===== config.mk =====
export PLATFORM = sky130hd
export DESIGN_NAME = bst_queue
export DESIGN_NICKNAME = d
export VERILOG_FILES = /design/src/rtl/bst_pkg.sv /design/src/rtl/bst_queue.sv
export SDC_FILE = /design/constraint.sdc
export NUM_CORES = 1
export LEC_CHECK = 0
export ABC_AREA = 1
export BUFFER_PORTS_ARGS = -buffer_cell sky130_fd_sc_hd__buf_4
export CORE_AREA = 2 2 185 187
export DETAILED_ROUTE_END_ITERATION = 10
export DIE_AREA = 0 0 187 189
export HOLD_SLACK_MARGIN = 0.12
export PLACE_DENSITY = 0.47
export SLEW_MARGIN = 20
export SYNTH_ARGS = -nofsm -noshare
export SYNTH_HDL_FRONTEND = slang
export SYNTH_SLANG_ARGS = --single-unit

===== constraint.sdc =====
create_clock -name clk -period 5.1 [get_ports clk]
set_input_delay 0.255 -clock clk [delete_from_list [all_inputs] [get_ports clk]]
set_output_delay 0.255 -clock clk [all_outputs]
set_load 0.01 [all_outputs]

===== src/rtl/bst_pkg.sv =====
package bst_pkg;

	localparam int MAX_ENTRIES = 16;
	localparam int NAME_BYTES  = 32;
	localparam int SLOT_W      = $clog2(MAX_ENTRIES);
	localparam int NIDX_W      = $clog2(NAME_BYTES);
	localparam int CNT_W       = $clog2(MAX_ENTRIES + 1);
	localparam int NLEN_W      = 5;
	localparam int ADDR_W      = 48;
	localparam int NADDR_W     = SLOT_W + NIDX_W;
	localparam int QUEUE_DEPTH = 2;
	localparam int IN_DATA_W   = 96;
	localparam int OUT_DATA_W  = 96;

	// longest stored name, one byte short of the slot
	localparam logic [NLEN_W-1:0] NAME_MAX = NLEN_W'(NAME_BYTES - 1);

	// AD structure types that carry a local name
	localparam logic [7:0] AD_SHORT_NAME    = 8'h08;
	localparam logic [7:0] AD_COMPLETE_NAME = 8'h09;

	localparam logic MODE_REPORT = 1'b0;
	localparam logic MODE_READ   = 1'b1;

	typedef enum logic [1:0] {
		ST_UPDATED = 2'd0,
		ST_ADDED   = 2'd1,
		ST_DROPPED = 2'd2
	} status_t;

	// one queued item, with the front's position tag
	typedef struct packed {
		logic              mode;
		logic [ADDR_W-1:0] addr;
		logic [7:0]        addr_kind;
		logic signed [7:0] rssi;
		logic [7:0]        plen;
		logic [7:0]        pbyte;
		logic              last;
		logic [3:0]        rslot;
		logic [4:0]        ridx;
		logic [7:0]        pos;
		logic              first;
	} item_t;

	typedef struct packed {
		status_t           status;
		logic [3:0]        slot;
		logic [4:0]        total;
		logic              named;
		logic [NLEN_W-1:0] nlen;
		logic [ADDR_W-1:0] addr;
		logic [7:0]        addr_kind;
		logic signed [7:0] rssi;
		logic [7:0]        nbyte;
	} result_t;

	// queue to back end handshake
	typedef struct packed {
		logic  valid;
		item_t item;
	} head_t;

endpackage


===== src/rtl/bst_queue.sv =====
module bst_queue (
	input  logic           clk,
	input  logic           arst_n,
	input  logic           push,
	input  bst_pkg::item_t push_item,
	output logic           full,
	input  logic           pop,
	output bst_pkg::head_t head
);

	localparam int PTR_W = (bst_pkg::QUEUE_DEPTH > 1) ? $clog2(bst_pkg::QUEUE_DEPTH) : 1;
	localparam int FILL_W = $clog2(bst_pkg::QUEUE_DEPTH + 1);

	bst_pkg::item_t         slot_q [bst_pkg::QUEUE_DEPTH];
	logic [PTR_W-1:0]       wr_ptr_q;
	logic [PTR_W-1:0]       rd_ptr_q;
	logic [FILL_W-1:0]      fill_q;

	assign full       = (fill_q == FILL_W'(bst_pkg::QUEUE_DEPTH));
	assign head.valid = (fill_q != '0);
	assign head.item  = slot_q[rd_ptr_q];

	always_ff @(posedge clk) begin
		if (push) begin
			slot_q[wr_ptr_q] <= push_item;
		end
	end

	always_ff @(posedge clk or negedge arst_n) begin
		if (!arst_n) begin
			wr_ptr_q <= '0;
			rd_ptr_q <= '0;
			fill_q   <= '0;
		end else begin
			if (push) begin
				wr_ptr_q <= (wr_ptr_q == PTR_W'(bst_pkg::QUEUE_DEPTH - 1)) ? '0 : wr_ptr_q + 1'b1;
			end
			if (pop) begin
				rd_ptr_q <= (rd_ptr_q == PTR_W'(bst_pkg::QUEUE_DEPTH - 1)) ? '0 : rd_ptr_q + 1'b1;
			end
			if (push && !pop) begin
				fill_q <= fill_q + 1'b1;
			end else if (pop && !push) begin
				fill_q <= fill_q - 1'b1;
			end
		end
	end

endmodule


After elaboration in Yosys (flattened, before gate mapping)

Memory sizes are Yosys's and may differ from the RTL's.
Cells that the tools add are included.

Memories kept: 1
Bits in registers: 4
Memory bits (writable): 200
Logic and storage cells: 21
Bits of input ports: 104
Output and inout bits: 102

Muxes and demuxes: 6
Reduce and logical (&&, ||, !) cells: 6
Equal/unequal tests: 1
Add/subtract/negate cells: 4

Memories:

| memory | depth | bits a word | rd ports | clocked after memory_dff | write ports | line            | text |
|---|---|---|---|---|---|---|---|
| slot_q | 2     | 100         | 1        | 0                        | 1           | bst_queue.sv:14 | `bst_pkg::item_t slot_q [bst_pkg::QUEUE_DEPTH];` |

Operators with widths:

| cell                                              | number |
|---|---|
| two-way mux 1 bit                                 | 4 |
| two-way mux 2 bit                                 | 2 |
| nonzero test 2 bit                                | 2 |
| adder 1 bit (second input constant)               | 2 |
| adder 2 x 1 -> 2 bit (second input constant)      | 1 |
| equality test 2 bit (second input constant)       | 1 |
| logical AND 1 bit                                 | 2 |
| logical NOT 1 bit                                 | 2 |
| subtractor 2 x 1 -> 2 bit (second input constant) | 1 |

Longest topological paths before layout

Depth after elaboration: 4
Mapped depth: 7
Depth with buffers taken out: 7

Least setup slack after synthesis

OpenSTA, ideal clock, no wires.

Path type: register -> register
Start: reg wr_ptr_q
End: mem slot_q[0][0] (netlist name) (enable)
Cell stages (with the launch flop): 2
Data required time: 4.538 ns
Clock period less this slack: 5.136 ns
Setup time: 0.562 ns
Arrival: 4.574 ns
Setup slack: -0.036 ns
Path buffers: 0
Cells stage by stage: dfrtp_1 nor2_1

RTL lines:

| element                  | line            | text |
|---|---|---|
| start: declaration       | bst_queue.sv:15 | `logic [PTR_W-1:0] wr_ptr_q;` |
| start signal: assignment | bst_queue.sv:36 | `wr_ptr_q <= (wr_ptr_q == PTR_W'(bst_pkg::QUEUE_DEPTH - 1)) ? '0 : wr_ptr_q + 1'b1;` |
| end: declaration         | bst_queue.sv:14 |  |

Straight into the memory's write port.

==> results.yml <==
placed_design:
  dp_slack_ns: 2.751
  io_buffer_count: 205
  dpl.hpwl_um: 10800
  place_congestion: 0.6742
  dpl_cell_area_sq_mm: 0.009832
  numPlacedInstances: 982
power:
  p_leak_nw: 4.576
  switching_share: 0.2752
  vdd_ir_drop_max_uv: 299.3
  seq_power_share: 0.409
  p_clk_frac: 0.267
  combPwrFrac: 0.325
  p_sw_mw: 1.619
  p_per_area_mw_per_mm2: 506.9
  p_int_mw: 4.263
timing:
  tns_ns: 0
  tightest_slew_ns: 0.8324
  period_share: 0.5449
  grt_setup_unrepaired: "no"
  fmax_mhz: 359.9
  hold_viol: 0
  relSlewSlack: 0.4451
  finalSetupViolCount: 0
  skew_ns: 0.009081
  finalMaxSlewViolations: 0
  layout_min_cycle_time_ns: 2.779
  worst_slack_ns: 2.321
worst_setup_path:
  cpLargestDelayFamily: "flip-flops"
  worst-path-stages: 3
  r2r-start: "wr_ptr_q"
  start_kind: "flip-flop"
  cp_slowest_cell: "dfrtp_4"
  path_buf_inv: 2
  path_class: "flip-flop to output port"
  worst_ep_arrival_time_ns: 2.52
  end_kind: "output port"
  reg2reg_slack_ns: 2.94
  max_stage_delay_ns: 0.94
  crit_chain: "buf_12 > mux2_2 > buf_4"
  reg2reg_depth: 3
  critPathMaxFanout: 62
  critPathLaunch: "rd_ptr_q"
  critPathRequiredTime_ns: 4.85
synth:
  syn_inst: 336
  yosysWarnings: 0
  syn_nets: 441
  synth_area_sq_mm: 0.007873
  ys_seq_elements: 204
  ys_seq_area_frac: 0.7756
  synth.avg_cell_area_sq_um: 23.43
  synth_cell_types: 15
cells_and_area:
  fin_area_sq_mm: 0.01160
  antenna_cells: 0
  final_common_cell: "buf_4"
  stdcell_count: 1129
  layout-drive-gt1-share: 0.5037
  mostFrequentLayoutCells: "buf_4, edfxtp_1, dlygate4sd3_1"
  fillers: 3193
  final_util: 0.3486
  area_growth_pct: 47.36
  nets: 769
grt:
  grt_antenna_before_repair: 1
  grt-ovfl-total: 0
  grt_pass1_wl_um: 25600
  grt_pass1_vias: 4639
  grt_max_degree: 63
  grt.total_usage: 0.09234
outcome:
  status: "completed"
detailed_routing:
  drc: 0
  wl_met2_um: 8605
  routed_wl_um: 17130
  first_iter_violations: 145
  antenna_left: 0
  dr.pass1.iters: 4
  vias: 4248
  vias_per_cell: 3.763
  wl_met1_um: 7170
  wl_met3_um: 1045
  highest_layer: "met5"
  wl_per_cell_um: 15.17
clocking:
  cts.sinks: 204
  postCtsSetupRepairBufs: 0
  postCtsHoldBufs: 104
  cts-root-buf: "clkbuf_16"
  numCtsBuffers: 24
  cts_buffer_depth: 3
  cts_resized: 0
  clk_pin_slew_ns: 0.06
  htree_levels: 1
  insertion_delay_ns: 0.51
  cts_tree: "yes"
min_path:
  min_path_cells: 2
  min_from: "push_item[72]"
  hp-class: "input pin to flip-flop"
floorplan:
  die_w_um: 187
  ios: 206
  die_y_um: 189
  die_area_sq_mm: 0.03534
  rows: 67
  coreArea_sq_mm: 0.03328
  initial_core_util: 0.2366
flow_run:
  maxCapViolations: 0
[worst paths after layout]
| path | endpoint |
|---|---|
| min in group asynchronous | fill_q[0] |
| worst min-delay path | slot_q[1][72] |
| worst max-delay path | head[76] |
| max in group asynchronous | rd_ptr_q |
| worst max register to register | slot_q[1][27] |
| worst min register to register | fill_q[1] |
[layer usage]
layer	up-vias	global-route usage
met2	136	0.1643
met3	26	0.02410
met1	2110	0.1088
li1	1974	-
met5	-	0
met4	2	0.02930
[cell families (layout without fill, tap and decap cells)]
family / after synthesis / in the layout / synth area share
fa+ha+maj: 1 / 1 / 0.001589
simple gates: 10 / 10 / 0.005245
mux: 100 / 100 / 0.1860
xor+xnor: 3 / 3 / 0.003338
buf+inv: 18 / 363 / 0.02829
flops: 204 / 204 / 0.7756
[cell usage after synthesis]
master    count  area share
edfxtp_1    200        0.76
mux2_4       90        0.17
mux2_2       10       0.014
buf_12        9       0.023
inv_1         7      0.0033
nand2_1       6      0.0029
dfrtp_1       4       0.013
nor2_1        2     0.00095
xor2_1        2      0.0022
buf_2         1     0.00064
buf_6         1      0.0014
ha_1          1      0.0016
nand3_1       1     0.00064
nand4_1       1     0.00080
xnor2_1       1      0.0011
[cell type report]
cell class / instances / area, sq um / share of cell area
tap: 448 / 560.5 / 0.04832
multi-input combinational: 114 / 1551 / 0.1337
clock buffer: 33 / 655.6 / 0.05651
clock inverter: 10 / 72.57 / 0.006255
sequential: 204 / 6110 / 0.5266
timing repair buffer: 313 / 2623 / 0.2261
inverter: 7 / 28.78 / 0.002481
[power groups by stage]
stage	clock network (mW)	registers [mW]	logic, mW
after floorplan	0	2.35	1.29
after global placement	0	2.43	1.87
after detailed placement	0	2.45	1.89
after CTS	1.64	2.41	1.97
after global routing	1.71	2.44	2.04
final	1.57	2.40	1.91
[state kept, by name, summed over array words and instances (netlist names)]
register  count
slot_q      200
fill_q        2
rd_ptr_q      1
wr_ptr_q      1
[worst reg2reg max path, delay by kind of cell (launching register included)]
family | cells | cell delay (ns)
buf+inv | 2 | 1.25
flops | 1 | 0.41
simple gates | 1 | 0.11
[through the flow]
step	power (mW)	hold slack [ns]
floorplan	3.640	-0.04059
global placement	4.299	0.05755
detailed placement	4.339	0.05632
global route	6.191	0.4421
CTS	6.021	0.4349
finish	5.881	0.4703
(Power assumes the default switching activity.)
