File: config.mk
export PLATFORM = sky130hd
export DESIGN_NAME = bst_front
export DESIGN_NICKNAME = d
export VERILOG_FILES = /design/src/rtl/bst_pkg.sv /design/src/rtl/bst_front.sv
export SDC_FILE = /design/constraint.sdc
export NUM_CORES = 1
export LEC_CHECK = 0
export ABC_AREA = 1
export BUFFER_PORTS_ARGS = -buffer_cell sky130_fd_sc_hd__buf_2
export CAP_MARGIN = 5
export CORE_AREA = 2 2 80 82
export CTS_CLUSTER_DIAMETER = 50
export CTS_CLUSTER_SIZE = 24
export DETAILED_ROUTE_END_ITERATION = 10
export DIE_AREA = 0 0 82 84
export GPL_ROUTABILITY_DRIVEN = 1
export PLACE_DENSITY_LB_ADDON = 0.12
export SYNTH_ARGS = -nofsm -noshare
export SYNTH_HDL_FRONTEND = slang
export SYNTH_SLANG_ARGS = --single-unit
File: constraint.sdc
create_clock -name clk -period 3.5 [get_ports clk]
set_clock_uncertainty 0.2 [all_clocks]
set_input_delay 0.7 -clock clk [delete_from_list [all_inputs] [get_ports clk]]
set_output_delay 0.7 -clock clk [all_outputs]
set_load 0.02 [all_outputs]
File: src/rtl/bst_pkg.sv
package bst_pkg;

	localparam int MAX_ENTRIES = 16;
	localparam int NAME_BYTES  = 32;
	localparam int SLOT_W      = $clog2(MAX_ENTRIES);
	localparam int NIDX_W      = $clog2(NAME_BYTES);
	localparam int CNT_W       = $clog2(MAX_ENTRIES + 1);
	localparam int NLEN_W      = 5;
	localparam int ADDR_W      = 48;
	localparam int NADDR_W     = SLOT_W + NIDX_W;
	localparam int QUEUE_DEPTH = 2;
	localparam int IN_DATA_W   = 96;
	localparam int OUT_DATA_W  = 96;

	// longest stored name, one byte short of the slot
	localparam logic [NLEN_W-1:0] NAME_MAX = NLEN_W'(NAME_BYTES - 1);

	// AD structure types that carry a local name
	localparam logic [7:0] AD_SHORT_NAME    = 8'h08;
	localparam logic [7:0] AD_COMPLETE_NAME = 8'h09;

	localparam logic MODE_REPORT = 1'b0;
	localparam logic MODE_READ   = 1'b1;

	typedef enum logic [1:0] {
		ST_UPDATED = 2'd0,
		ST_ADDED   = 2'd1,
		ST_DROPPED = 2'd2
	} status_t;

	// one queued item, with the front's position tag
	typedef struct packed {
		logic              mode;
		logic [ADDR_W-1:0] addr;
		logic [7:0]        addr_kind;
		logic signed [7:0] rssi;
		logic [7:0]        plen;
		logic [7:0]        pbyte;
		logic              last;
		logic [3:0]        rslot;
		logic [4:0]        ridx;
		logic [7:0]        pos;
		logic              first;
	} item_t;

	typedef struct packed {
		status_t           status;
		logic [3:0]        slot;
		logic [4:0]        total;
		logic              named;
		logic [NLEN_W-1:0] nlen;
		logic [ADDR_W-1:0] addr;
		logic [7:0]        addr_kind;
		logic signed [7:0] rssi;
		logic [7:0]        nbyte;
	} result_t;

	// queue to back end handshake
	typedef struct packed {
		logic  valid;
		item_t item;
	} head_t;

endpackage

File: src/rtl/bst_front.sv
module bst_front (
	input  logic                             clk,
	input  logic                             arst_n,
	input  logic                             s_axis_tvalid,
	output logic                             s_axis_tready,
	input  logic [bst_pkg::IN_DATA_W-1:0]    s_axis_tdata,
	input  logic                             s_axis_tuser,
	input  logic                             s_axis_tlast,
	input  logic                             q_full,
	output logic                             push,
	output bst_pkg::item_t                   push_item
);

	logic [7:0] pos_q;

	assign s_axis_tready = !q_full;
	assign push          = s_axis_tvalid && s_axis_tready;

	always_comb begin
		push_item           = '0;
		push_item.mode      = s_axis_tuser;
		push_item.addr      = s_axis_tdata[47:0];
		push_item.addr_kind = s_axis_tdata[55:48];
		push_item.rssi      = s_axis_tdata[63:56];
		push_item.plen      = s_axis_tdata[71:64];
		push_item.pbyte     = s_axis_tdata[79:72];
		push_item.rslot     = s_axis_tdata[83:80];
		push_item.ridx      = s_axis_tdata[88:84];
		push_item.last      = s_axis_tlast;
		push_item.pos       = pos_q;
		push_item.first     = (s_axis_tuser == bst_pkg::MODE_REPORT) && (pos_q == 8'd0);
	end

	// byte position within the report; read-backs leave it alone
	always_ff @(posedge clk or negedge arst_n) begin
		if (!arst_n) begin
			pos_q <= '0;
		end else if (push && s_axis_tuser == bst_pkg::MODE_REPORT) begin
			if (s_axis_tlast) begin
				pos_q <= '0;
			end else if (pos_q != 8'hFF) begin
				pos_q <= pos_q + 8'd1;
			end
		end
	end

endmodule

Word level (Yosys, flattened, before mapping)
Index checks and enable logic that the tools add are counted.
W data, S select, Z words.
{"block": "op_classes", "add_sub_neg": 1, "n_eq_ne": 1, "n_mux": 2, "bitwise": 1, "reduce_logical": 7}
{"operator": "$mux W8", "count": 2}
{"operator": "$add A8 B1 Y8 const B", "count": 1}
{"operator": "$logic_not A8 Y1", "count": 1}
{"operator": "$ne A8 B8 Y1 const B", "count": 1}
{"operator": "$logic_and A1 B1 Y1", "count": 3}
{"operator": "$reduce_and A2 Y1", "count": 1}
{"operator": "$reduce_bool A2 Y1", "count": 1}
{"operator": "$logic_not A1 Y1", "count": 1}
{"operator": "$not A1 Y1", "count": 1}
{"block": "word_totals", "in_bits": 102, "elab_cells": 13, "regBits": 8}

Logic depth before layout (Yosys ltp)
Gate-level depths: netlist (run 1).
{"block": "logic_depth", "depth_word": 4, "ltp_mapped": 8}

Least setup slack after synthesis (run 1)
Ideal clock, no wire load.
{"block": "synth_timing", "path_kind": "register -> output", "start": "register pos_q[0]", "end": "output port push_item[0] (netlist name)", "t_required_ps": 2600, "slack_ps": 1176, "stages_incl_launch_ff": 5, "arrival_time_ps": 1424, "cell_sequence": "dfrtp_1 > inv_1 > ha_1 > nand2_1 > nor4_1"}
{"element": "start, declared", "line_no": "bst_front.sv:14", "text": "logic [7:0] pos_q;"}
{"element": "start signal, assigned", "line_no": "bst_front.sv:42", "text": "pos_q <= pos_q + 8'd1;"}
{"element": "end, declared", "line_no": "bst_front.sv:11", "text": "output bst_pkg::item_t push_item"}

==> results of run 1 <==
-- cell usage after synthesis --
cell / number
ha_1: 2
buf_4: 91
nor4_1: 1
nor2_1: 6
inv_1: 11
nand2_1: 31
xor2_1: 1
nand3b_1: 1
inv_2: 1
nand3_2: 1
nand2_2: 2
o21ai_0: 3
o21ai_1: 4
nand3_1: 3
nor3_2: 1
nor2_2: 3
dfrtp_1: 8
-- kinds of logic (layout without fill, tap and decap cells) --
group / Yosys count / count (layout) / synth area share [%]
compound gates: 7 / 7 / 2.88
xor+xnor: 1 / 1 / 0.720
fa+ha+maj: 2 / 2 / 2.06
buf+inv: 103 / 33 / 59.9
flops: 8 / 8 / 16.5
simple gates: 49 / 49 / 18.0
-- placed cells by master, fill, tap and decap left out, types with 2 or more instances in the layout --
| cell type | netlist | routed |
|---|---|---|
| ha_1 | 2 | 2 |
| dfrtp_1 | 8 | 8 |
| nand2_2 | 2 | 2 |
| o21ai_1 | 4 | 4 |
| clkbuf_8 | 0 | 3 |
| nor2_1 | 6 | 6 |
| o21ai_0 | 3 | 3 |
| buf_2 | 0 | 18 |
| nor2_2 | 3 | 3 |
| nand3_1 | 3 | 3 |
| inv_1 | 11 | 11 |
| nand2_1 | 31 | 31 |
-- per-stage QoR --
step	util, %	area [um2]	worst slack (ns)	hold slack (ns)	total power [W]
4_1_cts	12.5	761	1.17	0.126	0.000289
6_report	12.5	761	1.19	0.113	0.000283
3_5_place_dp	11.8	719	1.27	0.360	0.000168
5_1_grt	12.5	761	1.06	0.137	0.000304
2_1_floorplan	-	1220	1.18	0.204	0.000293
3_3_place_gp	11.8	719	1.31	0.359	0.000168
-- layout make-up --
type	count	area [um2]	share of cell area, %
sequential	8	200	26.3
timing repair buffer	18	90.1	11.8
clock buffer	3	41.3	5.43
tap	77	96.3	12.7
multi-input combinational	59	288	37.8
inverter	12	45.0	5.92
-- power by group through the flow --
| stage | clock, W | sequential, W | combinational [W] |
|---|---|---|---|
| after floorplan | 0 | 0.000115 | 0.000178 |
| after global placement | 0 | 0.000110 | 0.0000584 |
| after detailed placement | 0 | 0.000109 | 0.0000586 |
| after CTS | 0.000122 | 0.000108 | 0.0000588 |
| after global routing | 0.000127 | 0.000110 | 0.0000669 |
| final | 0.000119 | 0.000108 | 0.0000567 |
-- worst reg2reg max path, stage by stage (launching register included) --
cell	delay, ns
dfrtp_1	0.43
ha_1	0.24
nand2_2	0.11
nor2_2	0.05
nand2_1	0.07
nand3_2	0.14
inv_2	0.13
nand2_1	0.07
nand2_1	0.05
-- final timing paths --
check,to,cells after the start,startpoint,slack (ns)
max,push_item[0],5,pos_q[0]$_DFFE_PN0P_,1.19
min,pos_q[3]$_DFFE_PN0P_,1,arst_n,0.11
max reg2reg,pos_q[2]$_DFFE_PN0P_,8,pos_q[0]$_DFFE_PN0P_,1.96
min reg2reg,pos_q[0]$_DFFE_PN0P_,1,pos_q[0]$_DFFE_PN0P_,0.36
max in group asynchronous,pos_q[5]$_DFFE_PN0P_,1,arst_n,2.79
min in group clk,pos_q[0]$_DFFE_PN0P_,1,pos_q[0]$_DFFE_PN0P_,0.36
-- metal layers --
metal	wire, um	GRT usage, %	vias to the layer above
li1	-	-	284
met1	847	8.16	267
met4	120	5.30	0
met3	338	4.87	28
met2	871	8.72	38
met5	0	0	-
==> results.md, run 1 <==
* WP data arrival at 1.41 ns
* # diodes at 0
* Non-Filler Instances at about 180
* Cell Chain, Critical Path: inv_1 > ha_1 > nand2_1 > nor4_1 > buf_2
* Crit path kind: reg -> out
* Mapped Cells at 170
* Share of the synthesized area in the top cell type at between 50% and 60%
* Switch Pwr at about 0.00009 W
* Initial core utilization at about a fifth
* Clock Latency Late Sink at about 0.24 ns
* Routed WL at around 2.2 mm
* Worst path required time at 2.60 ns
* Cell Pwr Density at around 370 mW/mm2
* Vias in the first global route at between 600 and 700
* Hold Crit Class: in -> async
* H-tree levels at 1
* First-pass GRT wire length at 3.62 mm
* Final Cycle Share at between 60 and 70%
* CP Max Fanout at 6
* FP Rows at 29
* Count of buffers from port buffering at 18
* Leak at between 0.3 and 0.4 nW
* TritonCTS Sinks at 8
* CORE AREA at 0.00610 mm2
* Status: complete, no violations
* Max_cap viols at 0
* Fmax at 433 MHz
* Comb pwr share at 20.0%
* Area contributors post-synth: buf_4 56%, dfrtp_1 16%, nand2_1 9.6%
* Initial DRC Count at 23
* Int Pwr at 0.000194 W
* Reg clk slew, reported paths at 0.05 ns
* Syn Nets at around 270
* Flops & latches, synth at 8
* Placed insts at between 150 and 200
* Final hold vios at 0
* RSZ-0062 raised after global routing: no
* DP Wirelength at 1.67 mm
* Clock Tree Root: clkbuf_8
* Avg Inst Size Synth at just over 7 um2
* Clock power frac at between 40% and 50%
* Chip Width at slightly above 80 um
* Slew headroom at a little over 80%
* Initial DRT Pass Iterations at 4
* Max Slew Vio Count at 0
* Residual DRC count at 0
* Largest net degree at the start of global routing at 9
* Post-CTS resize count at 0
* Worst-Margin Slew at approximately 0.25 ns
* Area grow syn2layout at -37.4%
* DR vias/cell at 3.49
* Initial antenna violation count at 0
* Total GRT Usage at under 10%
* Setup-failing EPs final at 0
* IO Pins at just over 200
* Yosys cell types at 17
* Via count at 617
* Routed Antenna Nets at 0
* Setup Buffers After CTS at 0
* Die height at approximately 84 um
* Hold buffers post-CTS at 0
* Yosys warnings at 0
* CTS tree: built
* Seq/Total Area, Yosys at 16.5%
* # fillers at 716
* Largest register FFs at 8
* Worst Path Buf+Inv at 2
* CP startpoint kind: register
* Maximum VDD drop at 0.0000833 V
* Synth area leader: buf_4
* Share of post-route cells with drive strength above 1 at 29.0%
* Final Critical Period at 2.31 ns
* Worst path slowest cell: dfrtp_1
* CTS Buf Count at 3
* Sw Ratio at 31.6%
* Setup crit end kind: output port
* Overflow after GRT at 0
* Die area at 0.00689 mm2
* TNS Setup at 0 ns
* Reg with most FFs: pos_q
* Clock Tree Buf Depth at 2
* WL/cell at about 12 um
* Top Registers: pos_q: 8 flops
* Slowest Stage Delay on Critical Path at 0.43 ns
* Nets at around 210
* CP top delay family: flip-flops
* Flop pwr share at ~38%
* Synthesized area at ~0.0012 mm2
* GPL Wtd Cong at 0.677
Note: power is estimated with default switching activity, not from simulation.
==> inputs of run 2 (changes only) <==
Clock period 3.5 ns to 2.3 ns, I/O delays scaled along.
==> run 2 against run 1 <==
  * Register-to-register slack got worse by 1.2 ns
  * Design area increased by 1.3%
  * Routed wire length increased by 0.87%
  * Sequential share of layout area decreased by 0.34 points
  * Worst setup slack got worse by 0.99 ns
  * Count of clock-buffer cells in the layout unchanged
  * Sequential cell count unchanged
  * First-iteration DRC count decreased by 22%
  * Cell count increased by 0.56%
  * Largest cell class unchanged
  * Highest routed layer unchanged
==> results.md, run 2 (synthesis gave the netlist of run 1 again) <==
* Final Util at between 10% and 20%
* Count of buffers from port buffering at 18
* Largest net degree at the start of global routing at 9
* Int Pwr at between 0.0002 and 0.0003 W
* Slowest Stage Delay on Critical Path at between 0.4 and 0.5 ns
* GPL Wtd Cong at roughly 0.70
* Max Slew Vio Count at 0
* Routed Antenna Nets at 0
* Top Registers: pos_q: 8 flops
* Initial antenna violation count at 0
* Placed insts at approximately 170
* Via count at around 620
* Initial core utilization at between 10% and 20%
* Worst Path Buf+Inv at 2
* CTS tree: built
* Final Critical Period at roughly 2.1 ns
* Total GRT Usage at 6.75%
* Worst path required time at roughly 1.6 ns
* Clock Tree Root: clkbuf_8
* Setup crit end kind: output port
* Sw Ratio at 31.4%
* DR vias/cell at between 3 and 4
* FP Rows at 29
* Chip Width at about 82 um
* IO Pins at about 200
* Overflow after GRT at 0
* DP Wirelength at approximately 1.7 mm
* Non-Filler Instances at around 180
* Switch Pwr at 0.000135 W
* Vias in the first global route at between 600 and 700
* Commonest non-fill, non-tap cell in the layout: nand2_1
* CP top delay family: flip-flops
* Routed WL at ~2.2 mm
* Share of post-route cells with drive strength above 1 at between 20% and 30%
* Hold Crit Class: reg -> reg
* Slew headroom at a little over 80%
* CORE AREA at roughly 0.0061 mm2
* Flop pwr share at between 30 and 40%
* TritonCTS Sinks at 8
* Pwr Total at 0.000431 W
* Die area at slightly below 0.007 mm2
* Crit path kind: reg -> out
* Clock Latency Late Sink at between 0.2 and 0.25 ns
* Reg with most FFs: pos_q
* Reg clk slew, reported paths at ~0.05 ns
* Clock power frac at a little over two fifths
* Initial DRC Count at 18
* Cell Pwr Density at 559 mW/mm2
* Maximum VDD drop at about 0.00016 V
* Setup-failing EPs final at 0
* Setup Buffers After CTS at 0
* CP Max Fanout at 6
* H-tree levels at 1
* Nets at between 200 and 250
* First-pass GRT wire length at approximately 3.4 mm
* Most frequent cells in the layout: 31 x nand2_1, 18 x buf_2, 11 x inv_1
* # diodes at 0
* CP startpoint kind: register
* Worst-Margin Slew at approximately 0.29 ns
* Final hold vios at 0
* Area grow syn2layout at -36.6%
* Initial DRT Pass Iterations at 2
* Clock Tree Buf Depth at 2
* TNS Setup at 0 ns
* Cell Chain, Critical Path: inv_1 > ha_1 > nand2_1 > nor4_1 > buf_2
* Leak at roughly 0.38 nW
* Final Cycle Share at about nine tenths
* Status: complete, no violations
* RSZ-0062 raised after global routing: no
* Residual DRC count at 0
* WL/cell at between 10 and 15 um
* Fmax at about 480 MHz
* Die height at between 80 and 90 um
* Worst path slowest cell: dfrtp_1
* Largest register FFs at 8
* CTS Buf Count at 3
* Comb pwr share at between 20% and 30%
* Max_cap viols at 0
* WP data arrival at about 1.4 ns
[run 2: cell count changes in the layout (fill, tap and decap cells not counted)]
cell,before,now
dlygate4sd3_1,0,1
[run 2: power by group through the flow]
stage,clock network [W],logic [W],registers [W]
6_report,0.000180,0.0000875,0.000164
5_1_grt,0.000198,0.0000994,0.000168
4_1_cts,0.000188,0.0000907,0.000165
3_5_place_dp,0,0.0000886,0.000167
3_3_place_gp,0,0.0000896,0.000166
2_1_floorplan,0,0.000270,0.000175
[run 2: path summary, 6_finish.rpt]
check | from | to | slack, ns | depth (start not counted)
worst min register to register | pos_q[0]$_DFFE_PN0P_ | pos_q[0]$_DFFE_PN0P_ | 0.35 | 1
max in group asynchronous | arst_n | pos_q[5]$_DFFE_PN0P_ | 1.30 | 2
min in group asynchronous | arst_n | pos_q[4]$_DFFE_PN0P_ | 0.41 | 2
worst max register to register | pos_q[0]$_DFFE_PN0P_ | pos_q[2]$_DFFE_PN0P_ | 0.75 | 8
worst min-delay path | pos_q[0]$_DFFE_PN0P_ | pos_q[0]$_DFFE_PN0P_ | 0.35 | 1
worst max-delay path | pos_q[0]$_DFFE_PN0P_ | push_item[0] | 0.20 | 5
[run 2: layout make-up]
type	instances	area, um2
clock buffer	3	41.3
fill	710	5330
inverter	12	45.0
multi-input combinational	59	288
sequential	8	200
tap	77	96.3
timing repair buffer	19	100
[run 2: metrics by stage]
| step | hold slack [ns] | setup slack, ns | instance area (um2) |
|---|---|---|---|
| final | 0.354 | 0.199 | 771 |
| after global placement | 0.137 | 0.490 | 719 |
| after CTS | 0.364 | 0.174 | 771 |
| after floorplan | -0.0356 | 0.216 | 1220 |
| after detailed placement | 0.133 | 0.428 | 719 |
| after global routing | 0.384 | 0.0991 | 771 |
[run 2: what timing repair did]
item / CTS / global route
endpoints found under the setup margin: 0 / 0
gates resized for setup: 0 / 0
hold buffers: 1 / 0
hold endpoints to repair: 8 / 0
[run 2: per-layer routing]
metal,track usage [%],wire length (um),up-vias
li1,-,-,288
met1,7.37,881,266
met2,8.72,867,36
met3,5.09,327,28
met4,4.85,120,0
met5,0,0,-
[run 2: worst register-to-register path, cell delays in order (launching register included)]
cell and delay [ns]:
dfrtp_1 0.42, ha_1 0.24, nand2_2 0.12, nor2_2 0.05
nand2_1 0.07, nand3_2 0.14, inv_2 0.13, nand2_1 0.06
nand2_1 0.06
==> inputs of run 3 (changes only) <==
Settings changed: CORE_AREA 2 2 80 82 to 2 2 79 81, CTS_BUF_LIST from default to sky130_fd_sc_hd__clkbuf_4, DIE_AREA 0 0 82 84 to 0 0 81 83.
==> run 3 against run 2 <==
  * Power shrank 16%
  * Non-clock buffer count did not move
  * Clock power down 39%
  * Combinational power increased by 0.6%
  * Largest cell class unchanged
  * Routed wire length grew 11%
  * Register-to-register slack got worse by 0.02 ns
  * Sequential share of layout area grew 0.74 points
  * Via count grew 6.5%
==> results.md, run 3 (synthesis gave the netlist of run 1 again) <==
* IO Pins at 204
* Final Cycle Share at between 90% and 100%
* Slew headroom at a little over four fifths
* Maximum VDD drop at about 0.000087 V
* CP Max Fanout at 6
* Leak at ~0.38 nW
* Cell Pwr Density at a little under 500 mW/mm2
* Overflow after GRT at 0
* Sequential cell area at between 200 and 250 um2
* Slowest Stage Delay on Critical Path at 0.43 ns
* CTS tree: built
* Residual DRC count at 0
* H-tree levels at 1
* Initial DRT Pass Iterations at 4
* Top Registers: pos_q: 8 flops
* Largest net degree at the start of global routing at 9
* Area grow syn2layout at -38.4%
* First-pass GRT wire length at between 3 and 4 mm
* Max Slew Vio Count at 0
* CORE AREA at between 0.005 and 0.006 mm2
* Largest register FFs at 8
* Worst Hold Launch: pos_q[0]$_DFFE_PN0P_
* GPL Wtd Cong at 0.674
* Crit path kind: reg -> out
* Worst path required time at about 1.6 ns
* FP Rows at 28
* Setup-failing EPs final at 0
* Routed WL at ~2.4 mm
* Total GRT Usage at 7.29%
* Reg clk slew, reported paths at 0.05 ns
* Commonest non-fill, non-tap cell in the layout: nand2_1
* Worst reg2reg startpoint: pos_q[0]$_DFFE_PN0P_
* Clock Tree Buf Depth at 2
* Nets at around 210
* Initial DRC Count at 27
* # diodes at 0
* Initial antenna violation count at 0
* WL/cell at 13.9 um
* WP data arrival at roughly 1.4 ns
* Clock Tree Root: clkbuf_4
* # fillers at ~700
* Final Critical Period at 2.08 ns
* Most frequent cells in the layout: 31 x nand2_1, 18 x buf_2, 11 x inv_1
* Count of buffers from port buffering at 18
* PnR worst setup slack at 0.218 ns
* TritonCTS Sinks at 8
* Initial core utilization at a little over a fifth
* Post-CTS resize count at 0
* Post-place setup slack at 0.443 ns
* Status: complete, no violations
* Clock Latency Late Sink at roughly 0.25 ns
* Routed Antenna Nets at 0
* DR vias/cell at approximately 3.7
* Vias in the first global route at roughly 690
* Fmax at ~480 MHz
* Cell Chain, Critical Path: inv_1 > ha_1 > nand2_1 > nor4_1 > buf_2
* CTS Buf Count at 3
* CP startpoint kind: register
* Via count at about 660
* Hold Crit Class: reg -> reg
* Worst path slowest cell: dfrtp_1
* Worst-Margin Slew at 0.236 ns
* Share of post-route cells with drive strength above 1 at 28.7%
* Multi-input gate area at about 290 um2
* RSZ-0062 raised after global routing: no
* Chip Width at 81 um
* DP Wirelength at a little under 2 mm
* Worst Setup SP: pos_q[0]$_DFFE_PN0P_
* Max_cap viols at 0
* Die height at 83 um
* Final hold vios at 0
* TNS Setup at 0 ns
* Die area at slightly below 0.007 mm2
* Reg with most FFs: pos_q
* Setup crit end kind: output port
-- run 3: cell counts in the layout (fill, tap and decap cells not counted) --
Identical to the previous run, type by type.
-- run 3: through the flow --
stage | instance area, um2 | cells | util (%) | power [W] | hold WS (ns)
after floorplan | 1220 | 170 | - | 0.000446 | -0.0356
after global routing | 749 | 176 | 12.9 | 0.000395 | 0.406
after CTS | 749 | 176 | 12.9 | 0.000374 | 0.357
final | 749 | 176 | 12.9 | 0.000362 | 0.355
after detailed placement | 717 | 172 | 12.3 | 0.000256 | 0.125
after global placement | 717 | 172 | 12.3 | 0.000257 | 0.131
-- run 3: where the power goes --
group	total, W	internal [W]	leakage (nW)	switching (W)
Sequential	0.000164	0.000150	0.110	0.0000141
Clock	0.000110	0.0000599	0.0138	0.0000498
Combinational	0.0000880	0.0000312	0.252	0.0000568
-- run 3: final timing paths --
path,to,slack [ns],cells past startpoint
setup / recovery,push_item[0],0.22,5
hold reg to reg,pos_q[0]$_DFFE_PN0P_,0.35,1
setup reg to reg,pos_q[2]$_DFFE_PN0P_,0.73,8
max in group asynchronous,pos_q[2]$_DFFE_PN0P_,1.33,2
min in group asynchronous,pos_q[7]$_DFFE_PN0P_,0.38,2
hold / removal,pos_q[0]$_DFFE_PN0P_,0.35,1
-- run 3: per-layer routing --
layer / routed length [um] / track usage (%)
met1: 887 / 8.09
met2: 848 / 7.44
met3: 383 / 4.02
met4: 326 / 11.1
met5: 0 / 0
-- run 3: layout make-up --
type                            instances  area share (%)
Multi-Input combinational cell         59            38.4
Inverter                               12            6.01
Clock buffer                            3            3.01
Sequential cell                         8            26.7
Tap cell                               75            12.5
Timing Repair Buffer                   19            13.4
-- run 3: critical path, delay by kind of cell (launching register included) --
family | cells | cell delay, ns
buf+inv | 2 | 0.30
simple gates | 2 | 0.31
fa+ha+maj | 1 | 0.14
flops | 1 | 0.43
-- run 3: timing repair --
action | CTS | global route
setup buffers | 0 | 0
hold buffers | 1 | 0
endpoints found under the hold margin | 8 | 0
setup endpoints to repair | 0 | 0
